===== src/sv/hcbp_pkg.sv =====
// Shared types and constants for the Huffman code bit packer.
// Used by the front end, the queue, the back end and the top level.
package hcbp_pkg;

    localparam int CODE_W  = 32;
    localparam int LEN_W   = 6;
    localparam int BYTE_W  = 8;
    localparam int PEND_W  = 7;
    localparam int CNT_W   = 3;
    localparam int WORK_W  = 64;
    localparam int Q_DEPTH = 4;
    localparam int Q_PTR_W = 2;
    localparam int Q_CNT_W = 3;

    localparam logic [1:0] REQ_LOAD   = 2'd0;
    localparam logic [1:0] REQ_ENCODE = 2'd1;
    localparam logic [1:0] REQ_FLUSH  = 2'd2;

    typedef struct packed {
        logic [CODE_W-1:0] value;
        logic [LEN_W-1:0]  len;
    } code_entry_t;

    typedef struct packed {
        logic        is_flush;
        code_entry_t code;
    } job_t;

    typedef struct packed {
        logic full;
        logic empty;
    } q_status_t;

endpackage


===== src/sv/hcbp_queue.sv =====
// Short job queue between the front end and the back end.
// Depends on hcbp_pkg for the job type and depth.
module hcbp_queue
    import hcbp_pkg::*;
(
    input  logic      clk,
    input  logic      rst_n,
    input  logic      push,
    input  job_t      push_job,
    input  logic      pop,
    output job_t      head_job,
    output q_status_t status
);

    job_t               slots [Q_DEPTH];
    logic [Q_PTR_W-1:0] wr_ptr_reg;
    logic [Q_PTR_W-1:0] rd_ptr_reg;
    logic [Q_CNT_W-1:0] count_reg;
    logic [Q_CNT_W-1:0] count_next;

    assign status.full  = (count_reg == Q_CNT_W'(Q_DEPTH));
    assign status.empty = (count_reg == '0);
    assign head_job     = slots[rd_ptr_reg];

    always_comb
    begin
        count_next = count_reg;
        if (push && !pop)
        begin
            count_next = count_reg + 1'b1;
        end
        else if (pop && !push)
        begin
            count_next = count_reg - 1'b1;
        end
    end

    always_ff @(posedge clk)
    begin
        if (push)
        begin
            slots[wr_ptr_reg] <= push_job;
        end
    end

    always_ff @(posedge clk or negedge rst_n)
    begin
        if (!rst_n)
        begin
            wr_ptr_reg <= '0;
            rd_ptr_reg <= '0;
            count_reg  <= '0;
        end
        else
        begin
            if (push)
            begin
                wr_ptr_reg <= wr_ptr_reg + 1'b1;
            end
            if (pop)
            begin
                rd_ptr_reg <= rd_ptr_reg + 1'b1;
            end
            count_reg <= count_next;
        end
    end

endmodule


===== config.mk =====
export PLATFORM = sky130hd
export DESIGN_NAME = hcbp_queue
export DESIGN_NICKNAME = d
export VERILOG_FILES = /design/src/sv/hcbp_pkg.sv /design/src/sv/hcbp_queue.sv
export SDC_FILE = /design/constraint.sdc
export NUM_CORES = 1
export LEC_CHECK = 0
export ABC_AREA = 1
export BUFFER_PORTS_ARGS = -buffer_cell sky130_fd_sc_hd__buf_2
export CAP_MARGIN = 20
export CELL_PAD_IN_SITES_DETAIL_PLACEMENT = 0
export CELL_PAD_IN_SITES_GLOBAL_PLACEMENT = 1
export CORE_ASPECT_RATIO = 0.75
export CORE_MARGIN = 1
export CORE_UTILIZATION = 47
export CTS_CLUSTER_SIZE = 10
export DETAILED_ROUTE_END_ITERATION = 10
export GPL_TIMING_DRIVEN = 1
export HOLD_SLACK_MARGIN = 0.12
export PLACE_DENSITY = 0.86
export SLEW_MARGIN = 20
export SYNTH_ARGS = -nofsm -noshare
export SYNTH_HDL_FRONTEND = slang
export SYNTH_SLANG_ARGS = --single-unit

===== constraint.sdc =====
create_clock -name clk -period 2.6 [get_ports clk]
set_input_delay 0.52 -clock clk [delete_from_list [all_inputs] [get_ports clk]]
set_output_delay 0.52 -clock clk [all_outputs]
set_load 0.05 [all_outputs]

==> flow_summary.json <==
{
  "place_inst": 765,
  "path_clk_slew_ps": 60,
  "synth_flop_cell": "edfxtp_1",
  "grt.met1_usage_pct": 24.7,
  "hold_viol_final": 0,
  "grt-busiest-layer": "met2",
  "via_per_inst": 4.84,
  "avgRoutedWirePerCell_um": 15.9,
  "drv_slew": 0,
  "grt_max_degree": 59,
  "hold_class": "primary input to flip-flop",
  "use_met2_pct": 29.1,
  "post-route-drc-count": 0,
  "whs_ps": 313,
  "netlist-cell-type-count": 18,
  "min_from": "push_job[19]",
  "insertion_delay_ps": 420,
  "die_w_um": 141,
  "fin_crit_sh_pct": 93.6,
  "drt_wl_total_mm": 12.7,
  "outcome": "finished, final reports clean",
  "tightest_slew_ps": 554,
  "r2r-end": "slots[2][26]",
  "synthSimpleGateAreaFrac_pct": 7.48,
  "clock_skew_ps": 8.87,
  "power_density_nw_per_um2": 1350,
  "synth_edf_count": 156,
  "cts_tree": "done",
  "setup_tns_ps": 0,
  "htree_levels": 4,
  "irDropWorstVdd_uv": 822,
  "maxSlewHeadroom_pct": 63.0,
  "dp_slack_ps": 523,
  "cp-end-kind": "output port",
  "reg2regPathDepth": 5,
  "synth_nets": 552,
  "synthArstFlopShare_pct": 4.29,
  "grt_usage_pct": 18.7,
  "ys_seq_area_share_pct": 71.4,
  "dr.pass1.iters": 4,
  "root_buffer": "clkbuf_16",
  "cts_buffer_depth": 2,
  "cts_sinks": 163,
  "port_buffers": 83,
  "synth_area_um2": 6800,
  "fp.dieArea_um2": 15000,
  "finalSetupViolations": 0,
  "totalPowerFinal_w": 0.0108,
  "whs_path_depth": 1,
  "largest_reg_flops": 156,
  "cp.arrival_ps": 1910,
  "avgSynthCellArea_um2": 13.5,
  "fin_ws_ps": 167,
  "rows": 37,
  "hold_end": "slots[1][19]",
  "postCtsSetupBuffers": 0,
  "synth.ff_latch_count": 163,
  "grt_overflow": 0,
  "synthMuxAreaShare_pct": 0,
  "hpwl_mm": 7.78,
  "gp_congestion": 0.711,
  "final.min_clock_period_ps": 2430,
  "r2r_start": "wr_ptr_reg[0]",
  "yosysWarnings": 0,
  "synth_compound_area_share_pct": 11.0,
  "syn_inst": 503,
  "worstPathRequired_ps": 2080,
  "n_fill_cell": 1102,
  "final_cells": 800,
  "nets": 639,
  "io_pins": 84,
  "drive_above_1_share_pct": 26.7,
  "crit_type": "flip-flop to output port",
  "ant_nets": 0,
  "start_util_pct": 48.8,
  "antenna_found_initial": 2,
  "cp_max_fo": 58,
  "drt_iter0_drc": 277,
  "grt_pass1_vias": 3857,
  "synth_xor_area_share_pct": 0.515,
  "start_kind": "flip-flop",
  "max_freq_ghz": 0.411,
  "synth_top_family_by_area": "compound AO/OA/AOI/OAI gates",
  "vias": 3875,
  "synthAdderAreaFrac_pct": 1.21,
  "synthToLayoutAreaGrowth_pct": 17.7,
  "rsz0062_at_grt": "no",
  "core_area_um2": 13900,
  "regToRegSetupSlack_ps": 850,
  "die_y_um": 106,
  "leakagePower_nw": 3.28,
  "gr-usage-met3_pct": 6.62,
  "maxCapViolCount": 0,
  "grt_pass1_wl_mm": 20.5,
  "numCtsBuffers": 17
}
==> cell usage after synthesis, types with 2 or more instances <==
master / n / area [um2]
inv_1: 90 / 338
buf_4: 2 / 15.0
ha_1: 5 / 62.6
edfxtp_1: 156 / 4680
buf_6: 15 / 169
xor2_1: 3 / 26.3
o211ai_2: 32 / 400
nor3_1: 2 / 10.0
buf_2: 6 / 30.0
nand2_1: 130 / 488
o211ai_1: 46 / 345
clkbuf_1: 4 / 15.0
dfrtp_1: 7 / 175
==> timing repair <==
item	in CTS	in global routing
resized for setup	0	1
hold endpoints to repair	7	0
setup endpoints to repair	0	8
hold buffers	1	0
==> power breakdown <==
part / switching [W] / internal (W)
sequential: 0.000230 / 0.00345
combinational: 0.00348 / 0.00114
clock: 0.000980 / 0.00151
==> layer usage <==
layer / part of all wire (%) / wire length (um)
met1: 47 / 5940
met2: 46 / 5790
met3: 7.1 / 907
met4: 0.68 / 87
met5: 0 / 0
==> stage by stage <==
step | utilization, % | instance area (um2)
after floorplan | - | 6800
after global placement | 53.1 | 7400
after detailed placement | 53.1 | 7400
after CTS | 57.4 | 8000
after global routing | 57.4 | 8000
final | 57.5 | 8010
==> critical path, stage by stage, from the launching register on <==
cell and delay, ps:
dfrtp_4 630, buf_12 310, o211ai_1 130, nand2_1 130, buf_2 270
==> worst max-delay path by stage <==
stage | start | endpoint | slack (ps) | depth (start not counted)
2_1_floorplan | count_reg[0] | status[0] | 560 | 1
3_3_place_gp | rd_ptr_reg[0] | head_job[20] | 580 | 4
3_5_place_dp | rd_ptr_reg[0] | head_job[18] | 520 | 4
4_1_cts | rd_ptr_reg[0] | head_job[16] | 50 | 5
5_1_grt | rd_ptr_reg[0] | head_job[16] | 40 | 5
6_report | rd_ptr_reg[0] | head_job[35] | 170 | 4
==> logic make-up (layout without fill, tap and decap cells) <==
kind of cell	after synthesis	in the layout
adder cells (fa/ha/maj)	6	6
buffers and inverters	117	217
AO/OA/AOI/OAI	79	79
other	0	2
AND/OR/NAND/NOR	134	134
XOR/XNOR	4	4
flip-flops	163	163
==> cells in the final DEF (no fill, tap or decap), drive strengths merged <==
cell type / synthesis / final
clkinvlp: 0 / 2
o211ai: 78 / 78
buf: 23 / 94
xor2: 3 / 3
edfxtp: 156 / 156
nand3: 1 / 1
nand2: 130 / 130
o21ai: 1 / 1
dfrtp: 7 / 7
clkinv: 0 / 6
inv: 90 / 92
ha: 5 / 5
bufinv: 0 / 3
dlygate4sd3: 0 / 1
nand4: 1 / 1
clkbuf: 4 / 19
fa: 1 / 1
nor3: 2 / 2
diode: 0 / 2
xnor2: 1 / 1
==> cell type report <==
type | instances | area, um2 | area share, %
clock buffer | 19 | 433 | 5.41
tap | 195 | 244 | 3.05
inverter | 90 | 338 | 4.22
timing repair buffer | 95 | 587 | 7.33
sequential | 163 | 4860 | 60.8
antenna | 2 | 5.00 | 0.0625
clock inverter | 13 | 158 | 1.97
multi-input combinational | 223 | 1380 | 17.2
Power figures use the tool's default switching activity.
