<file path="config.mk">
export PLATFORM = sky130hd
export DESIGN_NAME = hcbp_back
export DESIGN_NICKNAME = d
export VERILOG_FILES = /design/src/sv/hcbp_pkg.sv /design/src/sv/hcbp_back.sv
export SDC_FILE = /design/constraint.sdc
export NUM_CORES = 1
export LEC_CHECK = 0
export BUFFER_PORTS_ARGS = -buffer_cell sky130_fd_sc_hd__clkbuf_2
export CORE_ASPECT_RATIO = 0.7
export CORE_MARGIN = 2
export CORE_UTILIZATION = 40
export CTS_CLUSTER_DIAMETER = 80
export DETAILED_ROUTE_END_ITERATION = 8
export SKIP_LAST_GASP = 1
export SYNTH_ARGS = -nofsm -noshare
export SYNTH_HDL_FRONTEND = slang
export SYNTH_SLANG_ARGS = --single-unit
export TNS_END_PERCENT = 1
</file>
<file path="constraint.sdc">
create_clock -name clk -period 12.2 [get_ports clk]
set_input_delay 0.61 -clock clk [delete_from_list [all_inputs] [get_ports clk]]
set_output_delay 0.61 -clock clk [all_outputs]
set_load 0.05 [all_outputs]
</file>
<file path="src/sv/hcbp_pkg.sv">
// Shared types and constants for the Huffman code bit packer.
// Used by the front end, the queue, the back end and the top level.
package hcbp_pkg;

    localparam int CODE_W  = 32;
    localparam int LEN_W   = 6;
    localparam int BYTE_W  = 8;
    localparam int PEND_W  = 7;
    localparam int CNT_W   = 3;
    localparam int WORK_W  = 64;
    localparam int Q_DEPTH = 4;
    localparam int Q_PTR_W = 2;
    localparam int Q_CNT_W = 3;

    localparam logic [1:0] REQ_LOAD   = 2'd0;
    localparam logic [1:0] REQ_ENCODE = 2'd1;
    localparam logic [1:0] REQ_FLUSH  = 2'd2;

    typedef struct packed {
        logic [CODE_W-1:0] value;
        logic [LEN_W-1:0]  len;
    } code_entry_t;

    typedef struct packed {
        logic        is_flush;
        code_entry_t code;
    } job_t;

    typedef struct packed {
        logic full;
        logic empty;
    } q_status_t;

endpackage

</file>
<file path="src/sv/hcbp_back.sv">
// Back end: appends codes to pending bits, emits a byte per cycle unless stalled.
// Depends on hcbp_pkg; takes jobs from hcbp_queue and drives the output register.
module hcbp_back
    import hcbp_pkg::*;
(
    input  logic              clk,
    input  logic              rst_n,
    input  job_t              head_job,
    input  q_status_t         q_status,
    output logic              pop,
    output logic              out_valid,
    input  logic              out_stall,
    output logic [BYTE_W-1:0] out_byte,
    output logic              last
);

    logic [WORK_W-1:0] work_reg;
    logic [WORK_W-1:0] work_next;
    logic [LEN_W-1:0]  rem_reg;
    logic [LEN_W-1:0]  rem_next;
    logic              busy_reg;
    logic              busy_next;
    logic [PEND_W-1:0] pend_reg;
    logic [PEND_W-1:0] pend_next;
    logic [CNT_W-1:0]  count_reg;
    logic [CNT_W-1:0]  count_next;
    logic              out_valid_reg;
    logic              out_valid_next;
    logic [BYTE_W-1:0] out_byte_reg;
    logic [BYTE_W-1:0] out_byte_next;
    logic              last_reg;
    logic              last_next;
    logic              out_free;
    logic              emit;
    logic [WORK_W-1:0] src_w;
    logic [LEN_W-1:0]  src_r;
    logic [LEN_W-1:0]  rem_after;
    logic [LEN_W-1:0]  total;
    logic [LEN_W-1:0]  shamt;
    logic [WORK_W-1:0] new_work;

    assign out_free = !out_valid_reg || !out_stall;
    assign pop      = out_free && !busy_reg && !q_status.empty;

    // Pending bits are kept left-aligned, so the new code lands right below them.
    assign total    = {{(LEN_W-CNT_W){1'b0}}, count_reg} + head_job.code.len;
    assign shamt    = LEN_W'(7'd64 - {1'b0, total});
    assign new_work = {pend_reg, {(WORK_W-PEND_W){1'b0}}}
                      | (WORK_W'(head_job.code.value) << shamt);

    always_comb
    begin
        work_next      = work_reg;
        rem_next       = rem_reg;
        busy_next      = busy_reg;
        pend_next      = pend_reg;
        count_next     = count_reg;
        out_valid_next = out_valid_reg;
        out_byte_next  = out_byte_reg;
        last_next      = last_reg;
        emit           = 1'b0;
        src_w          = work_reg;
        src_r          = rem_reg;
        rem_after      = '0;

        if (out_free)
        begin
            out_valid_next = 1'b0;
            if (busy_reg)
            begin
                emit = 1'b1;
            end
            else if (pop)
            begin
                if (head_job.is_flush)
                begin
                    if (count_reg != '0)
                    begin
                        out_valid_next = 1'b1;
                        out_byte_next  = {pend_reg, 1'b0};
                        last_next      = 1'b1;
                        pend_next      = '0;
                        count_next     = '0;
                    end
                end
                else if (total < LEN_W'(BYTE_W))
                begin
                    pend_next  = new_work[WORK_W-1 -: PEND_W];
                    count_next = total[CNT_W-1:0];
                end
                else
                begin
                    emit  = 1'b1;
                    src_w = new_work;
                    src_r = total;
                end
            end

            if (emit)
            begin
                rem_after      = src_r - LEN_W'(BYTE_W);
                out_valid_next = 1'b1;
                out_byte_next  = src_w[WORK_W-1 -: BYTE_W];
                last_next      = (rem_after < LEN_W'(BYTE_W));
                if (rem_after < LEN_W'(BYTE_W))
                begin
                    busy_next  = 1'b0;
                    pend_next  = src_w[WORK_W-BYTE_W-1 -: PEND_W];
                    count_next = rem_after[CNT_W-1:0];
                end
                else
                begin
                    busy_next = 1'b1;
                    work_next = src_w << BYTE_W;
                    rem_next  = rem_after;
                end
            end
        end
    end

    always_ff @(posedge clk)
    begin
        work_reg     <= work_next;
        rem_reg      <= rem_next;
        out_byte_reg <= out_byte_next;
        last_reg     <= last_next;
    end

    always_ff @(posedge clk or negedge rst_n)
    begin
        if (!rst_n)
        begin
            busy_reg      <= 1'b0;
            pend_reg      <= '0;
            count_reg     <= '0;
            out_valid_reg <= 1'b0;
        end
        else
        begin
            busy_reg      <= busy_next;
            pend_reg      <= pend_next;
            count_reg     <= count_next;
            out_valid_reg <= out_valid_next;
        end
    end

    assign out_valid = out_valid_reg;
    assign out_byte  = out_byte_reg;
    assign last      = last_reg;

endmodule

</file>
==> out/metrics.sh <==
INITIAL_UTILIZATION_PCT=40.9
DIE_H_UM=109
ENDPOINT_KIND='flop'
GRT_START_MAX_NET_PINS=51
HOLD_BUFFERS=0
WL_PER_CELL_UM=20.8
ROUTE.DETAILED.DRC=0
VIA_PER_INST=6.29
MAX-VDD-IR-DROP_mV=0.0960
POSTLAYOUTCOREUTIL_PCT=45.4
YOSYS.AREA.TOP_TYPE_SHARE_PCT=33.6
TIMING.HOLD.WORST.CLASS='in -> async'
SYNTH.CELL_AREA_MM2=0.00634
FLIP_FLOP_COUNT_OF_THE_LARGEST_REGISTER_AFTER_LAYOUT=56
DRV_SLEW=0
SEQCELLAREA_MM2=0.00243
POST_CTS.RESIZED_INSTANCES=0
FIRST_PASS_GRT_WIRE_LENGTH_UM=29100
CLK_TRANSITION_REPORTED_PATHS_NS=0.07
POSTSYNTHCELLCOUNT=645
SYNTHESIS.NETS=695
PLACEABLE_CORE_REGION_MM2=0.0155
LAYOUT-DRIVE-GT1-SHARE_PCT=20.9
SYN2LAYOUT_AREA_GROWTH_PCT=11.2
FINAL_COUNT_OF_NEGATIVE_SETUP_SLACK_ENDPOINTS=0
FINAL_NET_COUNT=720
ANTENNA_FOUND_INITIAL=1
YS_DOMINANT_REG_CELL='sky130_fd_sc_hd__edfxtp_1'
HOLD_WS_NS=0.152
DIE_SPAN_IN_X_UM=154
FIN_TNS_SETUP_NS=0
CP_DATA_REQUIRED_TIME_NS=12.29
PLACED_CELLS=859
SYNTH-SEQ-CELLS=83
FINALCLOCKSKEW_NS=0.00755
DRT-PASS1-ITER-COUNT=4
CLOCK_INSERTION_DELAY_WORST_SKEW_NS=0.34
MAXIMUM_COUNT_OF_CLOCK_BUFFERS_ALONG_A_SINGLE_PATH=2
STATIC-LEAKAGE-POWER_uW=0.00268
TIMING.MAX_SLEW.REL_SLACK_PCT=27.1
ROUTE.ANTENNA.REMAINING_NETS=0
ROOT_BUFFER='sky130_fd_sc_hd__clkbuf_16'
CLOCK_SINK_COUNT=83
TRITONCTS_CLOCK_TREE='done'
INTPOWER_uW=1140
CLOCKPOWERSHARE_PCT=12.6
POWER.SWITCHING_uW=1070
P_SEQ_SHARE_PCT=24.7
GP_CONGESTION=0.908
CTS.HTREE.LEVELS=3
YOSYS.CELL_TYPES.COUNT=72
SYNTHARSTFLOPSHARE_PCT=14.5
STD_CELL_ROWS=38
WORSTPATHARRIVAL_NS=4.93
COMB_POWER_SHARE_PCT=62.7
DIE_AREA_MM2=0.0169
SYNTH_EDF_COUNT=71
WORSTSETUPPATHTYPE='reg -> reg'
YOSYSSEQAREASHARE_PCT=38.4
GLOBALROUTE.TOTALOVERFLOW=0
POWER.SWITCHING_FRACTION_PCT=48.4
CELL_PWR_DENSITY_mW_PER_MM2=313
IO_BUFFER_COUNT=53
FIRST_GLOBAL_VIAS=5192
FINAL-HOLD-VIOLATION-COUNT=0
SYNTH.MOST_COMMON_CELL='sky130_fd_sc_hd__nand2_1'
SYNTH_AREA_PER_INST_UM2=9.83
SYNTH_AREA_LEADER_CELL='sky130_fd_sc_hd__edfxtp_1'
ROUTE.VIAS.TOTAL=5503
SETUP_REPAIR_AFTER_GLOBAL_ROUTING_MISSED_ITS_MARGIN='false'
RUN_STATUS='finished, final reports clean'
SYNTH_AREA_LEADERS='sky130_fd_sc_hd__edfxtp_1 (34%), sky130_fd_sc_hd__mux4_2 (8.9%), sky130_fd_sc_hd__mux2i_1 (6.2%)'
WORST_SETUP_PATH_START_KIND='flop'
SYNTHESIS.YOSYS.WARNINGS=0
CRIT_FANOUT=40
DRT_FIRST_ITER_VIOLATIONS=532
DIODES=0
MULTI_INPUT_AREA_MM2=0.00368
MAXCAPVIOLCOUNT=0
CTS_BUFFERS=9
SYNTH_TOP_CELLS_BY_COUNT='sky130_fd_sc_hd__nand2_1 (94), sky130_fd_sc_hd__edfxtp_1 (71), sky130_fd_sc_hd__o21ai_0 (53)'
BUFFERS_INSERTED_BY_POST_CTS_TIMING_REPAIR=0
PERIOD_NEEDED_NS=4.84
DETAIL_ROUTE.WIRELENGTH_UM=18200
FILLCELLCOUNT=1495
NUMBER_OF_PRIMARY_I_O_PINS=55
FINAL_INSTANCE_COUNT_WITHOUT_FILLER_CELLS=875
TIGHTESTPINTRANSITION_NS=1.09
ACHIEVABLE-FREQUENCY_GHz=0.207
TIMING.FINAL.CRIT_SHARE_PCT=39.7
TOTAL_HALF_PERIMETER_WIRELENGTH_AFTER_LEGALIZATION_AND_DETAILED_PLACEMENT_UM=13000
GLOBAL_ROUTE.USAGE.TOTAL_PCT=22.3
[per-stage QoR]
| stage | setup slack [ns] | total power, uW | instance area (um2) |
|---|---|---|---|
| after floorplan | 5.66 | 1560 | 6340 |
| after global placement | 7.19 | 1890 | 6750 |
| after detailed placement | 7.09 | 1910 | 6750 |
| after CTS | 7.37 | 2190 | 7040 |
| after global routing | 6.99 | 2360 | 7040 |
| final | 7.36 | 2200 | 7040 |
[path summary, 6_finish.rpt]
kind / from / endpoint / slack (ns) / cells past startpoint
max in group asynchronous: rst_n / pend_reg[4] / 11.80 / 1
min: rst_n / count_reg[2] / 0.15 / 1
max reg2reg: count_reg[0] / out_byte[4] / 7.36 / 13
min in group clk: pend_reg[6] / pend_reg[6] / 0.48 / 1
min reg2reg: pend_reg[6] / pend_reg[6] / 0.48 / 1
max: count_reg[0] / out_byte[4] / 7.36 / 13
[worst max-delay path, cell delays in order, from the launching register on]
cell and delay, ns:
sky130_fd_sc_hd__dfrtp_1 0.40, sky130_fd_sc_hd__ha_2 0.32, sky130_fd_sc_hd__buf_4 0.47, sky130_fd_sc_hd__clkinv_1 0.41, sky130_fd_sc_hd__ha_1 0.39, sky130_fd_sc_hd__buf_4 0.39
sky130_fd_sc_hd__mux2_2 0.40, sky130_fd_sc_hd__mux2i_1 0.24, sky130_fd_sc_hd__o21ai_0 0.22, sky130_fd_sc_hd__nor3_1 0.19, sky130_fd_sc_hd__a21oi_1 0.06, sky130_fd_sc_hd__a21oi_1 0.49
sky130_fd_sc_hd__o21ai_0 0.22, sky130_fd_sc_hd__a221o_1 0.36
[per-layer routing]
metal | vias to the layer above | GRT usage [%] | routed length [um]
li1 | 2549 | - | -
met1 | 2676 | 32.5 | 8620
met2 | 249 | 33.8 | 7820
met3 | 29 | 4.73 | 1410
met4 | 0 | 6.02 | 371
met5 | - | 0 | 0
[cell families (layout without fill, tap and decap cells)]
group,Yosys count,after routing,share of synthesized area (%)
adder cells (fa/ha/maj),6,6,1.30
AND/OR/NAND/NOR,211,211,15.1
XOR/XNOR,8,8,1.80
multiplexers,83,83,18.4
AO/OA/AOI/OAI,197,197,21.2
buffers and inverters,57,87,3.85
flip-flops,83,83,38.4
[area by class of cell]
type / count / area share [%]
inverter: 5 / 0.266
clock buffer: 11 / 3.30
clock inverter: 5 / 0.888
tap: 200 / 3.55
sequential: 83 / 34.5
multi-input combinational: 505 / 52.3
timing repair buffer: 66 / 5.15
[power groups by stage]
stage	clock (uW)	sequential [uW]	combinational (uW)
5_1_grt	292	557	1510
2_1_floorplan	0	591	971
6_report	277	545	1380
3_5_place_dp	0	550	1360
3_3_place_gp	0	545	1340
4_1_cts	280	545	1370
[cells in the final DEF, fill, tap and decap left out, drive strengths merged, types with 3 or more instances in the layout]
cell type / count
nand2: 94
edfxtp: 71
clkbuf: 64
o21ai: 55
nor2: 51
mux2i: 39
a21oi: 35
mux4: 25
mux2: 19
nor3: 17
o21a: 13
buf: 13
dfrtp: 12
nand3: 11
a31oi: 10
a22o: 9
and2: 6
a211o: 6
or4: 6
a21o: 6
and3: 6
o22ai: 6
o221ai: 6
o31ai: 5
inv: 5
nor4: 5
a211oi: 5
ha: 5
o2bb2ai: 4
a22oi: 4
a2bb2oi: 4
a221o: 4
nand2b: 4
xnor2: 4
nand4: 3
o32ai: 3
nor2b: 3
o211ai: 3
Note: power is estimated with default switching activity, not from simulation.
